`config.mk`:
```
export PLATFORM = sky130hd
export DESIGN_NAME = daisy_chain_position_receiver_flat
export DESIGN_NICKNAME = d
export VERILOG_FILES = /design/src/hdl/dcpr_pkg.sv /design/src/hdl/dcpr_if.sv /design/src/hdl/dcpr_skid.sv /design/src/hdl/daisy_chain_position_receiver.sv /design/src/flat_wrapper.sv
export SDC_FILE = /design/constraint.sdc
export NUM_CORES = 1
export LEC_CHECK = 0
export BUFFER_PORTS_ARGS = -buffer_cell sky130_fd_sc_hd__buf_4
export CORE_ASPECT_RATIO = 0.9
export CORE_MARGIN = 5
export CORE_UTILIZATION = 50
export CTS_CLUSTER_DIAMETER = 30
export DETAILED_ROUTE_END_ITERATION = 10
export PLACE_DENSITY = 0.66
export SLEW_MARGIN = 20
export SYNTH_ARGS = -nofsm -noshare
export SYNTH_HDL_FRONTEND = slang
export SYNTH_SLANG_ARGS = --single-unit
```
`constraint.sdc`:
```
create_clock -name clk -period 3.6 [get_ports clk]
set_clock_uncertainty 0.1 [all_clocks]
set_input_delay 0.72 -clock clk [delete_from_list [all_inputs] [get_ports clk]]
set_output_delay 0.72 -clock clk [all_outputs]
set_load 0.02 [all_outputs]
```
`src/hdl/dcpr_pkg.sv`:
```
// ----------------------------------------------------------------------------
// dcpr_pkg
// Shared types and constants for the daisy chain position receiver.
// ----------------------------------------------------------------------------
package dcpr_pkg;

	// Protocol phases, as reported on the result channel.
	typedef enum logic [2:0] {
		PH_WAIT     = 3'd0,
		PH_TOGGLE   = 3'd1,
		PH_HS_A     = 3'd2,
		PH_HS_B     = 3'd3,
		PH_RECEIVE  = 3'd4,
		PH_DONE     = 3'd5,
		PH_RESTART  = 3'd6
	} phase_t;

	// Configuration register indexes.
	localparam logic REG_TOGGLE_TICKS  = 1'b0;
	localparam logic REG_RESTART_TICKS = 1'b1;

	localparam logic [7:0] TOGGLE_TICKS_RST  = 8'd3;
	localparam logic [7:0] RESTART_TICKS_RST = 8'd30;
	localparam logic [3:0] BITS_PER_XFER     = 4'd8;
	localparam logic [7:0] X_MASK            = 8'h07;
	localparam logic [7:0] Y_MASK            = 8'h78;

	// One result beat.
	typedef struct packed {
		logic [2:0] phase;
		logic       below_drive;
		logic       left_drive;
		logic       active_released;
		logic [6:0] position;
		logic       position_valid;
		logic       restarted;
	} result_t;

endpackage

```
`src/hdl/dcpr_if.sv`:
```
// ----------------------------------------------------------------------------
// dcpr_if
// Channel interfaces: pin samples in, results out, configuration writes.
// ----------------------------------------------------------------------------
interface dcpr_in_if;
	logic valid;
	logic ready;
	logic clk_level;
	logic data_level;
	logic below_level;
	logic left_level;
	logic tick;

	modport source (output valid, clk_level, data_level, below_level, left_level, tick,
		input ready);
	modport sink (input valid, clk_level, data_level, below_level, left_level, tick,
		output ready);
endinterface

interface dcpr_out_if;
	logic       valid;
	logic       ready;
	logic [2:0] phase;
	logic       below_drive;
	logic       left_drive;
	logic       active_released;
	logic [6:0] position;
	logic       position_valid;
	logic       restarted;

	modport source (output valid, phase, below_drive, left_drive, active_released,
		position, position_valid, restarted, input ready);
	modport sink (input valid, phase, below_drive, left_drive, active_released,
		position, position_valid, restarted, output ready);
endinterface

interface dcpr_cfg_if;
	logic       valid;
	logic       ready;
	logic       index;
	logic [7:0] data;

	modport source (output valid, index, data, input ready);
	modport sink (input valid, index, data, output ready);
endinterface

```
`src/hdl/dcpr_skid.sv`:
```
// ----------------------------------------------------------------------------
// dcpr_skid
// Two-entry result buffer: an output register backed by a skid register.
// ----------------------------------------------------------------------------
module dcpr_skid
	import dcpr_pkg::*;
(
	input  logic    clk,
	input  logic    arst_n,
	input  logic    push_valid,
	output logic    push_ready,
	input  result_t push_data,
	dcpr_out_if.source result
);

	result_t out_q;
	result_t skid_q;
	logic    out_valid_q;
	logic    skid_valid_q;
	logic    out_free;
	logic    push_fire;

	// The input side only stalls when both entries are full.
	assign push_ready = !skid_valid_q;
	assign push_fire  = push_valid && push_ready;
	assign out_free   = !out_valid_q || result.ready;

	always_ff @(posedge clk or negedge arst_n) begin
		if (!arst_n) begin
			out_valid_q  <= 1'b0;
			skid_valid_q <= 1'b0;
		end else begin
			if (out_free) begin
				out_valid_q  <= skid_valid_q || push_fire;
				skid_valid_q <= 1'b0;
			end else if (push_fire) begin
				skid_valid_q <= 1'b1;
			end
		end
	end

	always_ff @(posedge clk) begin
		if (out_free) begin
			if (skid_valid_q) begin
				out_q <= skid_q;
			end else if (push_fire) begin
				out_q <= push_data;
			end
		end else if (push_fire) begin
			skid_q <= push_data;
		end
	end

	assign result.valid           = out_valid_q;
	assign result.phase           = out_q.phase;
	assign result.below_drive     = out_q.below_drive;
	assign result.left_drive      = out_q.left_drive;
	assign result.active_released = out_q.active_released;
	assign result.position        = out_q.position;
	assign result.position_valid  = out_q.position_valid;
	assign result.restarted       = out_q.restarted;

endmodule

```
`src/hdl/daisy_chain_position_receiver.sv`:
```
// ----------------------------------------------------------------------------
// daisy_chain_position_receiver
// Receiving side of the tile-to-tile position handshake.
// ----------------------------------------------------------------------------
// Each beat on the sample channel is one sampling of the serial clock, serial
// data and the two select pins, plus a flag saying whether a time tick has
// elapsed. The block compares each sample with the previous one to find
// edges, walks the handshake (wait, toggling the below and left selects,
// two handshake phases, receiving eight bits MSB first, done, and a restart
// wait after a protocol error) and returns exactly one result beat per
// sample, telling the caller how to drive the select lines, which phase the
// block is in, and once a transfer has completed the 7-bit position (bits 2..0
// x, bits 6..3 y). The whole state update is shallow combinational logic,
// so a sample is accepted on every clock; the result is registered and backed
// by a skid register, so the sample side keeps moving while one result beat
// waits and stalls only when two are held. Configuration writes (toggle and
// restart tick counts; a count of zero behaves as one) are accepted on every
// cycle and must only be issued while the block is idle.
// ----------------------------------------------------------------------------
module daisy_chain_position_receiver
	import dcpr_pkg::*;
(
	input logic clk,
	input logic arst_n,
	dcpr_in_if.sink     sample,
	dcpr_out_if.source  result,
	dcpr_cfg_if.sink    cfg
);

	// Configuration registers.
	logic [7:0] toggle_ticks_q;
	logic [7:0] restart_ticks_q;

	// Protocol state.
	phase_t     phase_q,      phase_d;
	logic [3:0] prev_pins_q;
	logic       side_left_q,  side_left_d;
	logic       drive_high_q, drive_high_d;
	logic [7:0] timer_q,      timer_d;
	logic [7:0] shift_q,      shift_d;
	logic [3:0] bits_left_q,  bits_left_d;
	logic       from_left_q,  from_left_d;
	logic       from_below_q, from_below_d;
	logic [6:0] addr_q,       addr_d;

	logic [3:0] cur_pins;
	logic [3:0] changed;
	logic       clk_edge;
	logic       clk_rise;
	logic       clk_fall;
	logic       data_bit;
	logic       sel_level;
	logic       restarted;
	logic [7:0] toggle_reload;
	logic [7:0] restart_reload;
	logic [3:0] bit_idx;
	logic [7:0] x_sum;
	logic [7:0] y_sum;
	logic       xfer_end;
	logic       push_ready;
	logic       accept;
	result_t    res;

	assign cfg.ready    = 1'b1;
	assign sample.ready = push_ready;
	assign accept       = sample.valid && push_ready;

	always_ff @(posedge clk or negedge arst_n) begin
		if (!arst_n) begin
			toggle_ticks_q  <= TOGGLE_TICKS_RST;
			restart_ticks_q <= RESTART_TICKS_RST;
		end else if (cfg.valid) begin
			unique case (cfg.index)
				REG_TOGGLE_TICKS:  toggle_ticks_q  <= cfg.data;
				REG_RESTART_TICKS: restart_ticks_q <= cfg.data;
				default: ;
			endcase
		end
	end

	// Pin order in the stored sample: clock, data, below, left from bit 0 up.
	assign cur_pins  = {sample.left_level, sample.below_level, sample.data_level,
		sample.clk_level};
	assign changed   = cur_pins ^ prev_pins_q;
	assign clk_edge  = changed[0];
	assign clk_rise  = clk_edge && !prev_pins_q[0];
	assign clk_fall  = clk_edge && prev_pins_q[0];
	assign data_bit  = cur_pins[1];
	assign sel_level = side_left_q ? cur_pins[3] : cur_pins[2];

	// A programmed count of zero behaves as one.
	assign toggle_reload  = (toggle_ticks_q == 8'd0) ? 8'd1 : toggle_ticks_q;
	assign restart_reload = (restart_ticks_q == 8'd0) ? 8'd1 : restart_ticks_q;

	assign bit_idx = bits_left_q - 4'd1;
	assign x_sum   = shift_q + {7'd0, from_left_q};
	assign y_sum   = shift_q + {4'd0, from_below_q, 3'd0};

	always_comb begin
		phase_d      = phase_q;
		side_left_d  = side_left_q;
		drive_high_d = drive_high_q;
		timer_d      = timer_q;
		shift_d      = shift_q;
		bits_left_d  = bits_left_q;
		from_left_d  = from_left_q;
		from_below_d = from_below_q;
		addr_d       = addr_q;
		restarted    = 1'b0;
		xfer_end     = 1'b0;

		unique case (phase_q)
			PH_TOGGLE: begin
				// The sender answers with a rising clock while data is high.
				if (clk_rise && data_bit) begin
					phase_d = PH_HS_A;
				end else if (clk_edge) begin
					phase_d   = PH_RESTART;
					timer_d   = restart_reload;
					restarted = 1'b1;
				end else if (data_bit) begin
					phase_d = PH_WAIT;
				end else if (sample.tick) begin
					if (timer_q > 8'd1) begin
						timer_d = timer_q - 8'd1;
					end else begin
						// Alternate high and low, swapping sides at each new pulse.
						if (drive_high_q) begin
							drive_high_d = 1'b0;
						end else begin
							side_left_d  = !side_left_q;
							drive_high_d = 1'b1;
						end
						timer_d = toggle_reload;
					end
				end
			end
			PH_HS_A: begin
				if (clk_fall) begin
					phase_d = PH_HS_B;
				end else if (clk_edge) begin
					phase_d   = PH_RESTART;
					timer_d   = restart_reload;
					restarted = 1'b1;
				end
			end
			PH_HS_B: begin
				if (clk_rise && !data_bit && !sel_level) begin
					phase_d      = PH_RECEIVE;
					shift_d      = 8'd0;
					bits_left_d  = BITS_PER_XFER;
					from_left_d  = 1'b0;
					from_below_d = 1'b0;
				end else if (clk_edge) begin
					phase_d   = PH_RESTART;
					timer_d   = restart_reload;
					restarted = 1'b1;
				end
			end
			PH_RECEIVE: begin
				// Below select wins over left, and either wins over the clock.
				priority if (changed[2] && !from_left_q) begin
					if (prev_pins_q[2]) begin
						xfer_end = 1'b1;
					end else begin
						from_below_d = 1'b1;
					end
				end else if (changed[3] && !from_below_q) begin
					if (prev_pins_q[3]) begin
						xfer_end = 1'b1;
					end else begin
						from_left_d = 1'b1;
					end
				end else if (clk_rise) begin
					if (bits_left_q != 4'd0 && bits_left_q <= BITS_PER_XFER) begin
						bits_left_d = bit_idx;
						shift_d[bit_idx[2:0]] = shift_q[bit_idx[2:0]] | data_bit;
					end
				end else begin
					// No select or clock edge of interest: the transfer holds.
				end
				if (xfer_end) begin
					addr_d      = 7'((x_sum & X_MASK) | (y_sum & Y_MASK));
					bits_left_d = BITS_PER_XFER;
					phase_d     = PH_DONE;
				end
			end
			PH_DONE: begin
			end
			PH_RESTART: begin
				if (sample.tick) begin
					if (timer_q > 8'd1) begin
						timer_d = timer_q - 8'd1;
					end else begin
						timer_d = 8'd0;
						phase_d = PH_WAIT;
					end
				end
			end
			default: begin
				// Waiting, and the unused phase code: start once clock and data are low.
				phase_d = PH_WAIT;
				if (!cur_pins[0] && !data_bit) begin
					phase_d      = PH_TOGGLE;
					side_left_d  = 1'b0;
					drive_high_d = 1'b1;
					timer_d      = toggle_reload;
				end
			end
		endcase
	end

	always_ff @(posedge clk or negedge arst_n) begin
		if (!arst_n) begin
			phase_q      <= PH_WAIT;
			prev_pins_q  <= 4'd0;
			side_left_q  <= 1'b0;
			drive_high_q <= 1'b0;
			timer_q      <= 8'd0;
			shift_q      <= 8'd0;
			bits_left_q  <= BITS_PER_XFER;
			from_left_q  <= 1'b0;
			from_below_q <= 1'b0;
			addr_q       <= 7'd0;
		end else if (accept) begin
			phase_q      <= phase_d;
			prev_pins_q  <= cur_pins;
			side_left_q  <= side_left_d;
			drive_high_q <= drive_high_d;
			timer_q      <= timer_d;
			shift_q      <= shift_d;
			bits_left_q  <= bits_left_d;
			from_left_q  <= from_left_d;
			from_below_q <= from_below_d;
			addr_q       <= addr_d;
		end
	end

	// Result fields follow the state after this sample. A released select
	// line reads high through its pull-up.
	always_comb begin
		res                 = '0;
		res.phase           = phase_d;
		res.position        = addr_d;
		res.position_valid  = (phase_d == PH_DONE);
		res.restarted       = restarted;
		if (phase_d == PH_TOGGLE) begin
			res.left_drive  = side_left_d && drive_high_d;
			res.below_drive = !side_left_d && drive_high_d;
		end else if (phase_d == PH_HS_B || phase_d == PH_RECEIVE) begin
			res.active_released = 1'b1;
			res.left_drive      = side_left_d;
			res.below_drive     = !side_left_d;
		end
	end

	dcpr_skid u_skid (
		.clk        (clk),
		.arst_n     (arst_n),
		.push_valid (sample.valid),
		.push_ready (push_ready),
		.push_data  (res),
		.result     (result)
	);

endmodule

```
`src/flat_wrapper.sv`:
```
// flat-port wrapper written by rule: the top's interface ports become plain ports
module daisy_chain_position_receiver_flat import dcpr_pkg::*;
  (clk, arst_n, sample_valid, sample_clk_level, sample_data_level, sample_below_level, sample_left_level, sample_tick, sample_ready, result_valid, result_phase, result_below_drive, result_left_drive, result_active_released, result_position, result_position_valid, result_restarted, result_ready, cfg_valid, cfg_index, cfg_data, cfg_ready);
  dcpr_in_if sample_i ();
  dcpr_out_if result_i ();
  dcpr_cfg_if cfg_i ();
  input logic clk;
  input logic arst_n;
  input wire logic [$bits(sample_i.valid)-1:0] sample_valid;
  input wire logic [$bits(sample_i.clk_level)-1:0] sample_clk_level;
  input wire logic [$bits(sample_i.data_level)-1:0] sample_data_level;
  input wire logic [$bits(sample_i.below_level)-1:0] sample_below_level;
  input wire logic [$bits(sample_i.left_level)-1:0] sample_left_level;
  input wire logic [$bits(sample_i.tick)-1:0] sample_tick;
  output wire logic [$bits(sample_i.ready)-1:0] sample_ready;
  output wire logic [$bits(result_i.valid)-1:0] result_valid;
  output wire logic [$bits(result_i.phase)-1:0] result_phase;
  output wire logic [$bits(result_i.below_drive)-1:0] result_below_drive;
  output wire logic [$bits(result_i.left_drive)-1:0] result_left_drive;
  output wire logic [$bits(result_i.active_released)-1:0] result_active_released;
  output wire logic [$bits(result_i.position)-1:0] result_position;
  output wire logic [$bits(result_i.position_valid)-1:0] result_position_valid;
  output wire logic [$bits(result_i.restarted)-1:0] result_restarted;
  input wire logic [$bits(result_i.ready)-1:0] result_ready;
  input wire logic [$bits(cfg_i.valid)-1:0] cfg_valid;
  input wire logic [$bits(cfg_i.index)-1:0] cfg_index;
  input wire logic [$bits(cfg_i.data)-1:0] cfg_data;
  output wire logic [$bits(cfg_i.ready)-1:0] cfg_ready;
  assign sample_i.valid = sample_valid;
  assign sample_i.clk_level = sample_clk_level;
  assign sample_i.data_level = sample_data_level;
  assign sample_i.below_level = sample_below_level;
  assign sample_i.left_level = sample_left_level;
  assign sample_i.tick = sample_tick;
  assign sample_ready = sample_i.ready;
  assign result_valid = result_i.valid;
  assign result_phase = result_i.phase;
  assign result_below_drive = result_i.below_drive;
  assign result_left_drive = result_i.left_drive;
  assign result_active_released = result_i.active_released;
  assign result_position = result_i.position;
  assign result_position_valid = result_i.position_valid;
  assign result_restarted = result_i.restarted;
  assign result_i.ready = result_ready;
  assign cfg_i.valid = cfg_valid;
  assign cfg_i.index = cfg_index;
  assign cfg_i.data = cfg_data;
  assign cfg_ready = cfg_i.ready;
  daisy_chain_position_receiver u_core (.clk(clk), .arst_n(arst_n), .sample(sample_i), .result(result_i), .cfg(cfg_i));
endmodule
```
==> impl_metrics.prom, run 1 <==
# TYPE chip_impl_metric gauge
chip_impl_metric{name="grt_pass1_vias",unit=""} 3444
chip_impl_metric{name="routabilityCongestion",unit=""} 0.8932
chip_impl_metric{name="synth.area.mux_share",unit="%"} 8.947
chip_impl_metric{name="routed_wl",unit="um"} 10080
chip_impl_info{name="crit_chain",value="inv_1 -> ha_1 -> nor2b_1 -> xnor2_1 -> or4_4 -> a211o_4 -> nor3_4 -> mux2i_1 -> nor2_1"} 1
chip_impl_metric{name="synth-compound-area-share",unit="%"} 15.98
chip_impl_metric{name="postSynthRegisterBits",unit=""} 85
chip_impl_metric{name="max_stage_delay",unit="ps"} 640
chip_impl_info{name="dominantRegCellSynth",value="dfrtp_1"} 1
chip_impl_info{name="synth_top_family_by_area",value="simple AND/OR/NAND/NOR gates"} 1
chip_impl_metric{name="worst_ir_drop_vdd",unit="V"} 0.0003451
chip_impl_metric{name="clk-insertion-delay-late",unit="ps"} 360
chip_impl_info{name="run_status",value="finished, final reports clean"} 1
chip_impl_metric{name="via_count",unit=""} 3550
chip_impl_info{name="layout.cells.most_common",value="nand2_1"} 1
chip_impl_metric{name="asyncSetResetFlopFracSynth",unit="%"} 64.71
chip_impl_metric{name="fp-row-count",unit=""} 33
chip_impl_metric{name="tritoncts_sinks",unit=""} 85
chip_impl_info{name="timing.hold.worst.class",value="in -> async"} 1
chip_impl_metric{name="number_of_synthesized_flops_with_an_enable_pin",unit=""} 30
chip_impl_metric{name="pin_count",unit=""} 37
chip_impl_metric{name="routedWlPerCell",unit="um"} 16.39
chip_impl_metric{name="max_cap_violations",unit=""} 0
chip_impl_metric{name="grt_pass1_wl",unit="um"} 17090
chip_impl_metric{name="maxSlewViolCount",unit=""} 0
chip_impl_info{name="top_library_cells_by_usage_in_the_layout_fill_and_taps_aside",value="nand2_1 (72), dfrtp_1 (48), o21ai_0 (42)"} 1
chip_impl_metric{name="avg_synthesized_cell_area",unit="um2"} 10.06
chip_impl_metric{name="drt_drc_violations_left",unit=""} 0
chip_impl_metric{name="grt_start_max_net_pins",unit=""} 56
chip_impl_metric{name="floorplan.core_area",unit="mm2"} 0.009042
chip_impl_metric{name="tns",unit="ps"} 0
chip_impl_metric{name="grt-ovfl-total",unit=""} 0
chip_impl_metric{name="sequential_share_of_the_synthesized_area",unit="%"} 49.84
chip_impl_metric{name="n_fill_cell",unit=""} 800
chip_impl_info{name="cp_top_family",value="simple AND/OR/NAND/NOR gates"} 1
chip_impl_metric{name="synthSimpleGateAreaFrac",unit="%"} 17.68
chip_impl_metric{name="start_util",unit="%"} 50.73
chip_impl_metric{name="die_h",unit="um"} 100.9
chip_impl_metric{name="postSynthCellCount",unit=""} 456
chip_impl_metric{name="antenna_found_initial",unit=""} 0
chip_impl_metric{name="antenna_violating_nets_post_route",unit=""} 0
chip_impl_metric{name="p_leak",unit="nW"} 2.178
chip_impl_info{name="crit_type",value="reg -> reg"} 1
chip_impl_metric{name="io_buf_count",unit=""} 35
chip_impl_metric{name="max-clock-path-buffers",unit=""} 2
chip_impl_metric{name="final_area",unit="mm2"} 0.005146
chip_impl_metric{name="grt.total_usage",unit="%"} 18.68
chip_impl_metric{name="drt_pre_antenna_iters",unit=""} 6
chip_impl_metric{name="tritoncts.num_buffers",unit=""} 9
chip_impl_info{name="reg2reg_from",value="u_core.bits_left_q[0]"} 1
chip_impl_info{name="clock_tree.root_cell",value="clkbuf_8"} 1
chip_impl_metric{name="area_growth",unit="%"} 12.19
chip_impl_metric{name="n_antenna_cell",unit=""} 0
chip_impl_metric{name="violation_count_after_the_first_detailed_routing_iteration",unit=""} 281
chip_impl_metric{name="fp.dieW",unit="um"} 111.0
chip_impl_metric{name="drive_above_1_share",unit="%"} 21.50
chip_impl_metric{name="ys_warn_count",unit=""} 0
chip_impl_metric{name="finalHoldViolations",unit=""} 0
chip_impl_metric{name="total_standard_cell_area_after_synthesis",unit="mm2"} 0.004587
chip_impl_metric{name="power.density_cell_area",unit="mW/mm2"} 714.4
chip_impl_info{name="cp-start-kind",value="register"} 1
chip_impl_metric{name="xor_and_xnor_area_share_after_synthesis",unit="%"} 1.337
chip_impl_metric{name="synth_adder_area_share",unit="%"} 2.455
chip_impl_metric{name="crit_required",unit="ps"} 3730
chip_impl_metric{name="cts_hold_buf",unit=""} 0
chip_impl_metric{name="nNetsFinal",unit=""} 516
chip_impl_metric{name="final.period_utilization",unit="%"} 79.27
chip_impl_metric{name="timing.max_slew.rel_slack",unit="%"} 49.99
chip_impl_metric{name="dp_area",unit="mm2"} 0.004942
chip_impl_metric{name="place.detailed.hpwl",unit="um"} 7172
chip_impl_metric{name="post_synthesis_net_count",unit=""} 484
chip_impl_metric{name="worst-slew-pin-transition",unit="ps"} 748.6
chip_impl_metric{name="htree_levels",unit=""} 3
chip_impl_info{name="cp-startpoint",value="u_core.bits_left_q[0]"} 1
chip_impl_metric{name="max_clock_freq",unit="MHz"} 350.4
chip_impl_info{name="timing.critical_path.to_type",value="register"} 1
chip_impl_metric{name="setup-violations-final",unit=""} 0
chip_impl_metric{name="post_cts_setup_repair_buffer_count",unit=""} 0
chip_impl_metric{name="vias_per_cell",unit=""} 5.772
chip_impl_info{name="tritoncts_clock_tree",value="yes"} 1
chip_impl_metric{name="timing.critical_path.buf_inv",unit=""} 1
chip_impl_metric{name="cts.repair.resized",unit=""} 0
chip_impl_metric{name="clkTransAtPathRegs",unit="ps"} 90
chip_impl_metric{name="synth.lib_cells_used.distinct",unit=""} 65
chip_impl_info{name="rsz0062_at_grt",value="false"} 1
chip_impl_info{name="cpMaxStageDelayCell",value="dfrtp_1"} 1
chip_impl_metric{name="largest_driver_fanout_on_the_critical_path",unit=""} 12
chip_impl_metric{name="die-area",unit="mm2"} 0.01119
chip_impl_metric{name="layout_min_cycle_time",unit="ps"} 2854
chip_impl_metric{name="arrival_worst_endpoint",unit="ps"} 2980
==> final timing paths <==
check / end / cells after the start / slack (ps)
worst max-delay path: u_core.shift_q[7] / 9 / 750
worst min-delay path: u_core.shift_q[7] / 1 / 290
worst max register to register: u_core.shift_q[7] / 9 / 750
worst min register to register: u_core.addr_q[3] / 2 / 380
max in group asynchronous: u_core.side_left_q / 1 / 2600
min in group clk: u_core.addr_q[3] / 2 / 380
==> Yosys cell counts (4+ instances only) <==
| cell | n | area [um2] |
|---|---|---|
| a21o_1 | 4 | 30.03 |
| o211ai_1 | 4 | 30.03 |
| buf_4 | 4 | 30.03 |
| o21ai_0 | 42 | 210.2 |
| nand2b_1 | 7 | 43.79 |
| clkbuf_1 | 10 | 37.54 |
| a21oi_1 | 22 | 110.1 |
| nand2_1 | 72 | 270.3 |
| ha_1 | 9 | 112.6 |
| o31ai_1 | 7 | 52.55 |
| mux2i_1 | 7 | 70.07 |
| nor2_1 | 35 | 131.4 |
| mux2_2 | 29 | 326.6 |
| or2_2 | 4 | 25.02 |
| dfrtp_1 | 48 | 1201 |
| nor3_1 | 9 | 45.04 |
| edfxtp_1 | 30 | 900.9 |
| nor2b_1 | 8 | 50.05 |
| dfstp_2 | 7 | 183.9 |
| nand3_1 | 9 | 45.04 |
| nor3b_1 | 4 | 30.03 |
| xnor2_1 | 5 | 43.79 |
| inv_1 | 18 | 67.56 |
==> per-stage QoR <==
stage / total power, mW / util [%] / std cells / hold slack [ps] / worst slack [ps]
2_1_floorplan: 2.581 / - / 456 / 324.4 / 865.9
3_3_place_gp: 2.938 / 54.66 / 599 / 354.0 / 567.1
3_5_place_dp: 2.975 / 54.66 / 599 / 359.1 / 496.0
4_1_cts: 3.690 / 56.91 / 615 / 322.2 / 744.8
5_1_grt: 3.944 / 56.91 / 615 / 338.6 / 563.5
6_report: 3.677 / 56.91 / 615 / 292.2 / 746.3
==> flip-flops by register name, indices dropped and copies added (netlist names), 3 cells and up <==
register and cells:
u_core.u_skid.skid_q 15, u_core.toggle_ticks_q 8, u_core.phase_q 3, u_core.prev_pins_q 3, u_core.u_skid.result.position 7, u_core.bits_left_q 4
u_core.restart_ticks_q 8, u_core.shift_q 8, u_core.addr_q 7, u_core.u_skid.result.phase 3, u_core.timer_q 8
==> metal layers <==
metal	part of all wire, %	up-vias	global-route usage, %
met3	5.8	6	4.382
met2	47	112	30.27
met1	47	1729	25.78
met5	0	-	0
li1	-	1703	-
met4	0.82	0	4.261
==> kinds of logic after synthesis <==
kind of cell	after synthesis
AO/OA/AOI/OAI	113
adder cells (fa/ha/maj)	9
other	1
XOR/XNOR	7
flip-flops	85
AND/OR/NAND/NOR	166
multiplexers	37
buffers and inverters	38
==> layout make-up <==
type,count,area [um2],share of cell area [%]
Clock inverter,7,80.08,1.556
Tap cell,122,152.6,2.966
Multi-Input combinational cell,333,2132,41.43
Inverter,19,71.32,1.386
Clock buffer,9,123.9,2.407
Sequential cell,85,2286,44.42
Timing Repair Buffer,40,300.3,5.835
==> report_power, final <==
group	total, mW	switching, mW	internal [mW]	leakage [nW]
clock	0.704	0.375	0.329	0.0968
combinational	1.44	0.838	0.598	1.11
sequential	1.54	0.257	1.28	0.971
total	3.68	1.47	2.21	2.18
Power figures use the tool's default switching activity.
==> run 2: changes to the inputs <==
==> constraint.sdc (replaced) <==
create_clock -name clk -period 2.9 [get_ports clk]
set_clock_uncertainty 0.1 [all_clocks]
set_input_delay 0.58 -clock clk [delete_from_list [all_inputs] [get_ports clk]]
set_output_delay 0.58 -clock clk [all_outputs]
set_load 0.02 [all_outputs]
==> run 2 against run 1 <==
Worst hold slack got worse by 140 ps. Clock power grew 37%. Largest cell class unchanged. Register-to-register slack got worse by 470 ps. Global-route usage up 0.24 points. Via count rose by 0.14%. Largest power group is now combinational cells. Critical path type unchanged.
==> impl_metrics.prom, run 2 (synthesis gave the netlist of run 1 again) <==
# TYPE chip_impl_metric gauge
chip_impl_metric{name="worst-slew-pin-transition",unit="ps"} 702.7
chip_impl_metric{name="largest_register_ffs",unit=""} 15
chip_impl_metric{name="clkTransAtPathRegs",unit="ps"} 100
chip_impl_metric{name="post_cts_setup_repair_buffer_count",unit=""} 0
chip_impl_metric{name="io_buf_count",unit=""} 35
chip_impl_info{name="crit_type",value="reg -> reg"} 1
chip_impl_info{name="timing.hold.worst.class",value="in -> async"} 1
chip_impl_metric{name="crit_required",unit="ps"} 2990
chip_impl_metric{name="stdcell_count",unit=""} 629
chip_impl_metric{name="drt_pre_antenna_iters",unit=""} 5
chip_impl_metric{name="grt_start_max_net_pins",unit=""} 56
chip_impl_metric{name="tritoncts.num_buffers",unit=""} 9
chip_impl_metric{name="grt.total_usage",unit="%"} 18.92
chip_impl_metric{name="die-area",unit="mm2"} 0.01119
chip_impl_metric{name="cts_hold_buf",unit=""} 0
chip_impl_metric{name="routedWlPerCell",unit="um"} 15.93
chip_impl_info{name="top_library_cells_by_usage_in_the_layout_fill_and_taps_aside",value="nand2_1 (72), buf_4 (54), dfrtp_1 (48)"} 1
chip_impl_metric{name="htree_levels",unit=""} 3
chip_impl_metric{name="routabilityCongestion",unit=""} 0.9072
chip_impl_info{name="clock_tree.root_cell",value="clkbuf_8"} 1
chip_impl_metric{name="post_placement_cell_count",unit=""} 613
chip_impl_info{name="cp-start-kind",value="register"} 1
chip_impl_metric{name="drt_drc_violations_left",unit=""} 0
chip_impl_metric{name="setup-violations-final",unit=""} 0
chip_impl_metric{name="place.detailed.hpwl",unit="um"} 7313
chip_impl_info{name="layout.cells.most_common",value="nand2_1"} 1
chip_impl_metric{name="power.density_cell_area",unit="mW/mm2"} 904.0
chip_impl_metric{name="max_clock_freq",unit="MHz"} 381.6
chip_impl_metric{name="antenna_found_initial",unit=""} 0
chip_impl_metric{name="largest_driver_fanout_on_the_critical_path",unit=""} 5
chip_impl_info{name="tritoncts_clock_tree",value="yes"} 1
chip_impl_metric{name="dp_area",unit="mm2"} 0.005047
chip_impl_metric{name="via_count",unit=""} 3555
chip_impl_metric{name="area_growth",unit="%"} 15.06
chip_impl_metric{name="arrival_worst_endpoint",unit="ps"} 2710
chip_impl_metric{name="maxSlewViolCount",unit=""} 0
chip_impl_metric{name="cts.repair.resized",unit=""} 0
chip_impl_metric{name="floorplan.core_area",unit="mm2"} 0.009042
chip_impl_metric{name="nNetsFinal",unit=""} 530
chip_impl_metric{name="timing.max_slew.rel_slack",unit="%"} 53.05
chip_impl_metric{name="fp.dieW",unit="um"} 111.0
chip_impl_info{name="rsz0062_at_grt",value="false"} 1
chip_impl_info{name="timing.critical_path.to_type",value="register"} 1
chip_impl_metric{name="antenna_violating_nets_post_route",unit=""} 0
chip_impl_metric{name="pin_count",unit=""} 37
chip_impl_info{name="top_reg_by_flops",value="u_core.u_skid.skid_q"} 1
chip_impl_metric{name="worst_ir_drop_vdd",unit="V"} 0.0004244
chip_impl_metric{name="start_util",unit="%"} 50.73
chip_impl_metric{name="fp-row-count",unit=""} 33
chip_impl_metric{name="grt_pass1_wl",unit="um"} 16840
chip_impl_metric{name="clk-insertion-delay-late",unit="ps"} 360
chip_impl_metric{name="utilization",unit="%"} 58.36
chip_impl_metric{name="tns",unit="ps"} 0
chip_impl_info{name="run_status",value="finished, final reports clean"} 1
chip_impl_metric{name="drive_above_1_share",unit="%"} 23.67
chip_impl_metric{name="final.period_utilization",unit="%"} 90.36
chip_impl_metric{name="n_fill_cell",unit=""} 799
chip_impl_metric{name="violation_count_after_the_first_detailed_routing_iteration",unit=""} 249
chip_impl_metric{name="grt-ovfl-total",unit=""} 0
chip_impl_metric{name="max_cap_violations",unit=""} 0
chip_impl_metric{name="max-clock-path-buffers",unit=""} 2
chip_impl_metric{name="p_leak",unit="nW"} 2.266
chip_impl_metric{name="routed_wl",unit="um"} 10020
chip_impl_metric{name="vias_per_cell",unit=""} 5.652
chip_impl_metric{name="tritoncts_sinks",unit=""} 85
chip_impl_metric{name="layout_min_cycle_time",unit="ps"} 2620
chip_impl_metric{name="die_h",unit="um"} 100.9
chip_impl_metric{name="grt_pass1_vias",unit=""} 3340
chip_impl_metric{name="finalHoldViolations",unit=""} 0
chip_impl_metric{name="final_area",unit="mm2"} 0.005278
chip_impl_metric{name="n_antenna_cell",unit=""} 0
-- run 2: cell count changes in the layout (fill, tap and decap cells not counted), sizes merged --
cell / previous run / this run
clkinvlp: 2 / 0
buf: 40 / 54
inv: 22 / 21
clkinv: 1 / 3
bufinv: 1 / 2
-- run 2: routing by layer --
| metal | track usage (%) | part of all wire [%] | wire length, um | vias to the layer above |
|---|---|---|---|---|
| met1 | 26.33 | 48 | 4855 | 1722 |
| met3 | 3.962 | 4.6 | 460 | 10 |
| li1 | - | - | - | 1740 |
| met4 | 5.966 | 1.3 | 128 | 0 |
| met2 | 29.99 | 46 | 4575 | 83 |
| met5 | 0 | 0 | 0 | - |
-- run 2: metrics by stage --
stage / setup WS [ps] / power [mW] / hold WS (ps)
after global routing: 10.91 / 5.119 / 203.4
after detailed placement: 127.7 / 3.820 / 360.0
after floorplan: 305.9 / 3.204 / 184.4
after CTS: 312.5 / 4.792 / 180.7
final: 279.5 / 4.771 / 153.1
after global placement: 170.1 / 3.780 / 356.4
-- run 2: critical path, cell delays in order, from the launching register on --
cell and delay (ps):
dfrtp_1 410, inv_1 100, ha_1 260, nor2b_1 260
a21boi_0 130, a221oi_1 370, a2bb2oi_2 180, inv_1 90
mux2i_2 260, a21oi_2 90, o31ai_1 210
-- run 2: where the power goes --
part           switching [mW]  internal (mW)
Clock                   0.468          0.499
Sequential              0.213           1.59
Combinational            1.16          0.841
Total                    1.84           2.93
-- run 2: final cells by class --
| cell class | instances | area, um2 | area share, % |
|---|---|---|---|
| Inverter | 19 | 71.32 | 1.351 |
| Clock buffer | 9 | 123.9 | 2.347 |
| Clock inverter | 7 | 106.4 | 2.015 |
| Sequential cell | 85 | 2286 | 43.31 |
| Multi-Input combinational cell | 333 | 2132 | 40.40 |
| Timing Repair Buffer | 54 | 405.4 | 7.681 |
| Tap cell | 122 | 152.6 | 2.892 |
-- run 2: path summary, 6_finish.rpt --
| check | startpoint | end | slack [ps] | depth (start not counted) |
|---|---|---|---|---|
| setup / recovery | u_core.prev_pins_q[0] | u_core.u_skid.result.left_drive | 280 | 10 |
| hold / removal | arst_n | u_core.shift_q[7] | 150 | 1 |
| setup reg to reg | u_core.prev_pins_q[0] | u_core.u_skid.result.left_drive | 280 | 10 |
| hold reg to reg | u_core.addr_q[3] | u_core.addr_q[3] | 380 | 2 |
| max in group asynchronous | arst_n | u_core.prev_pins_q[0] | 2070 | 1 |
| min in group clk | cfg_data[5] | u_core.toggle_ticks_q[5] | 330 | 3 |
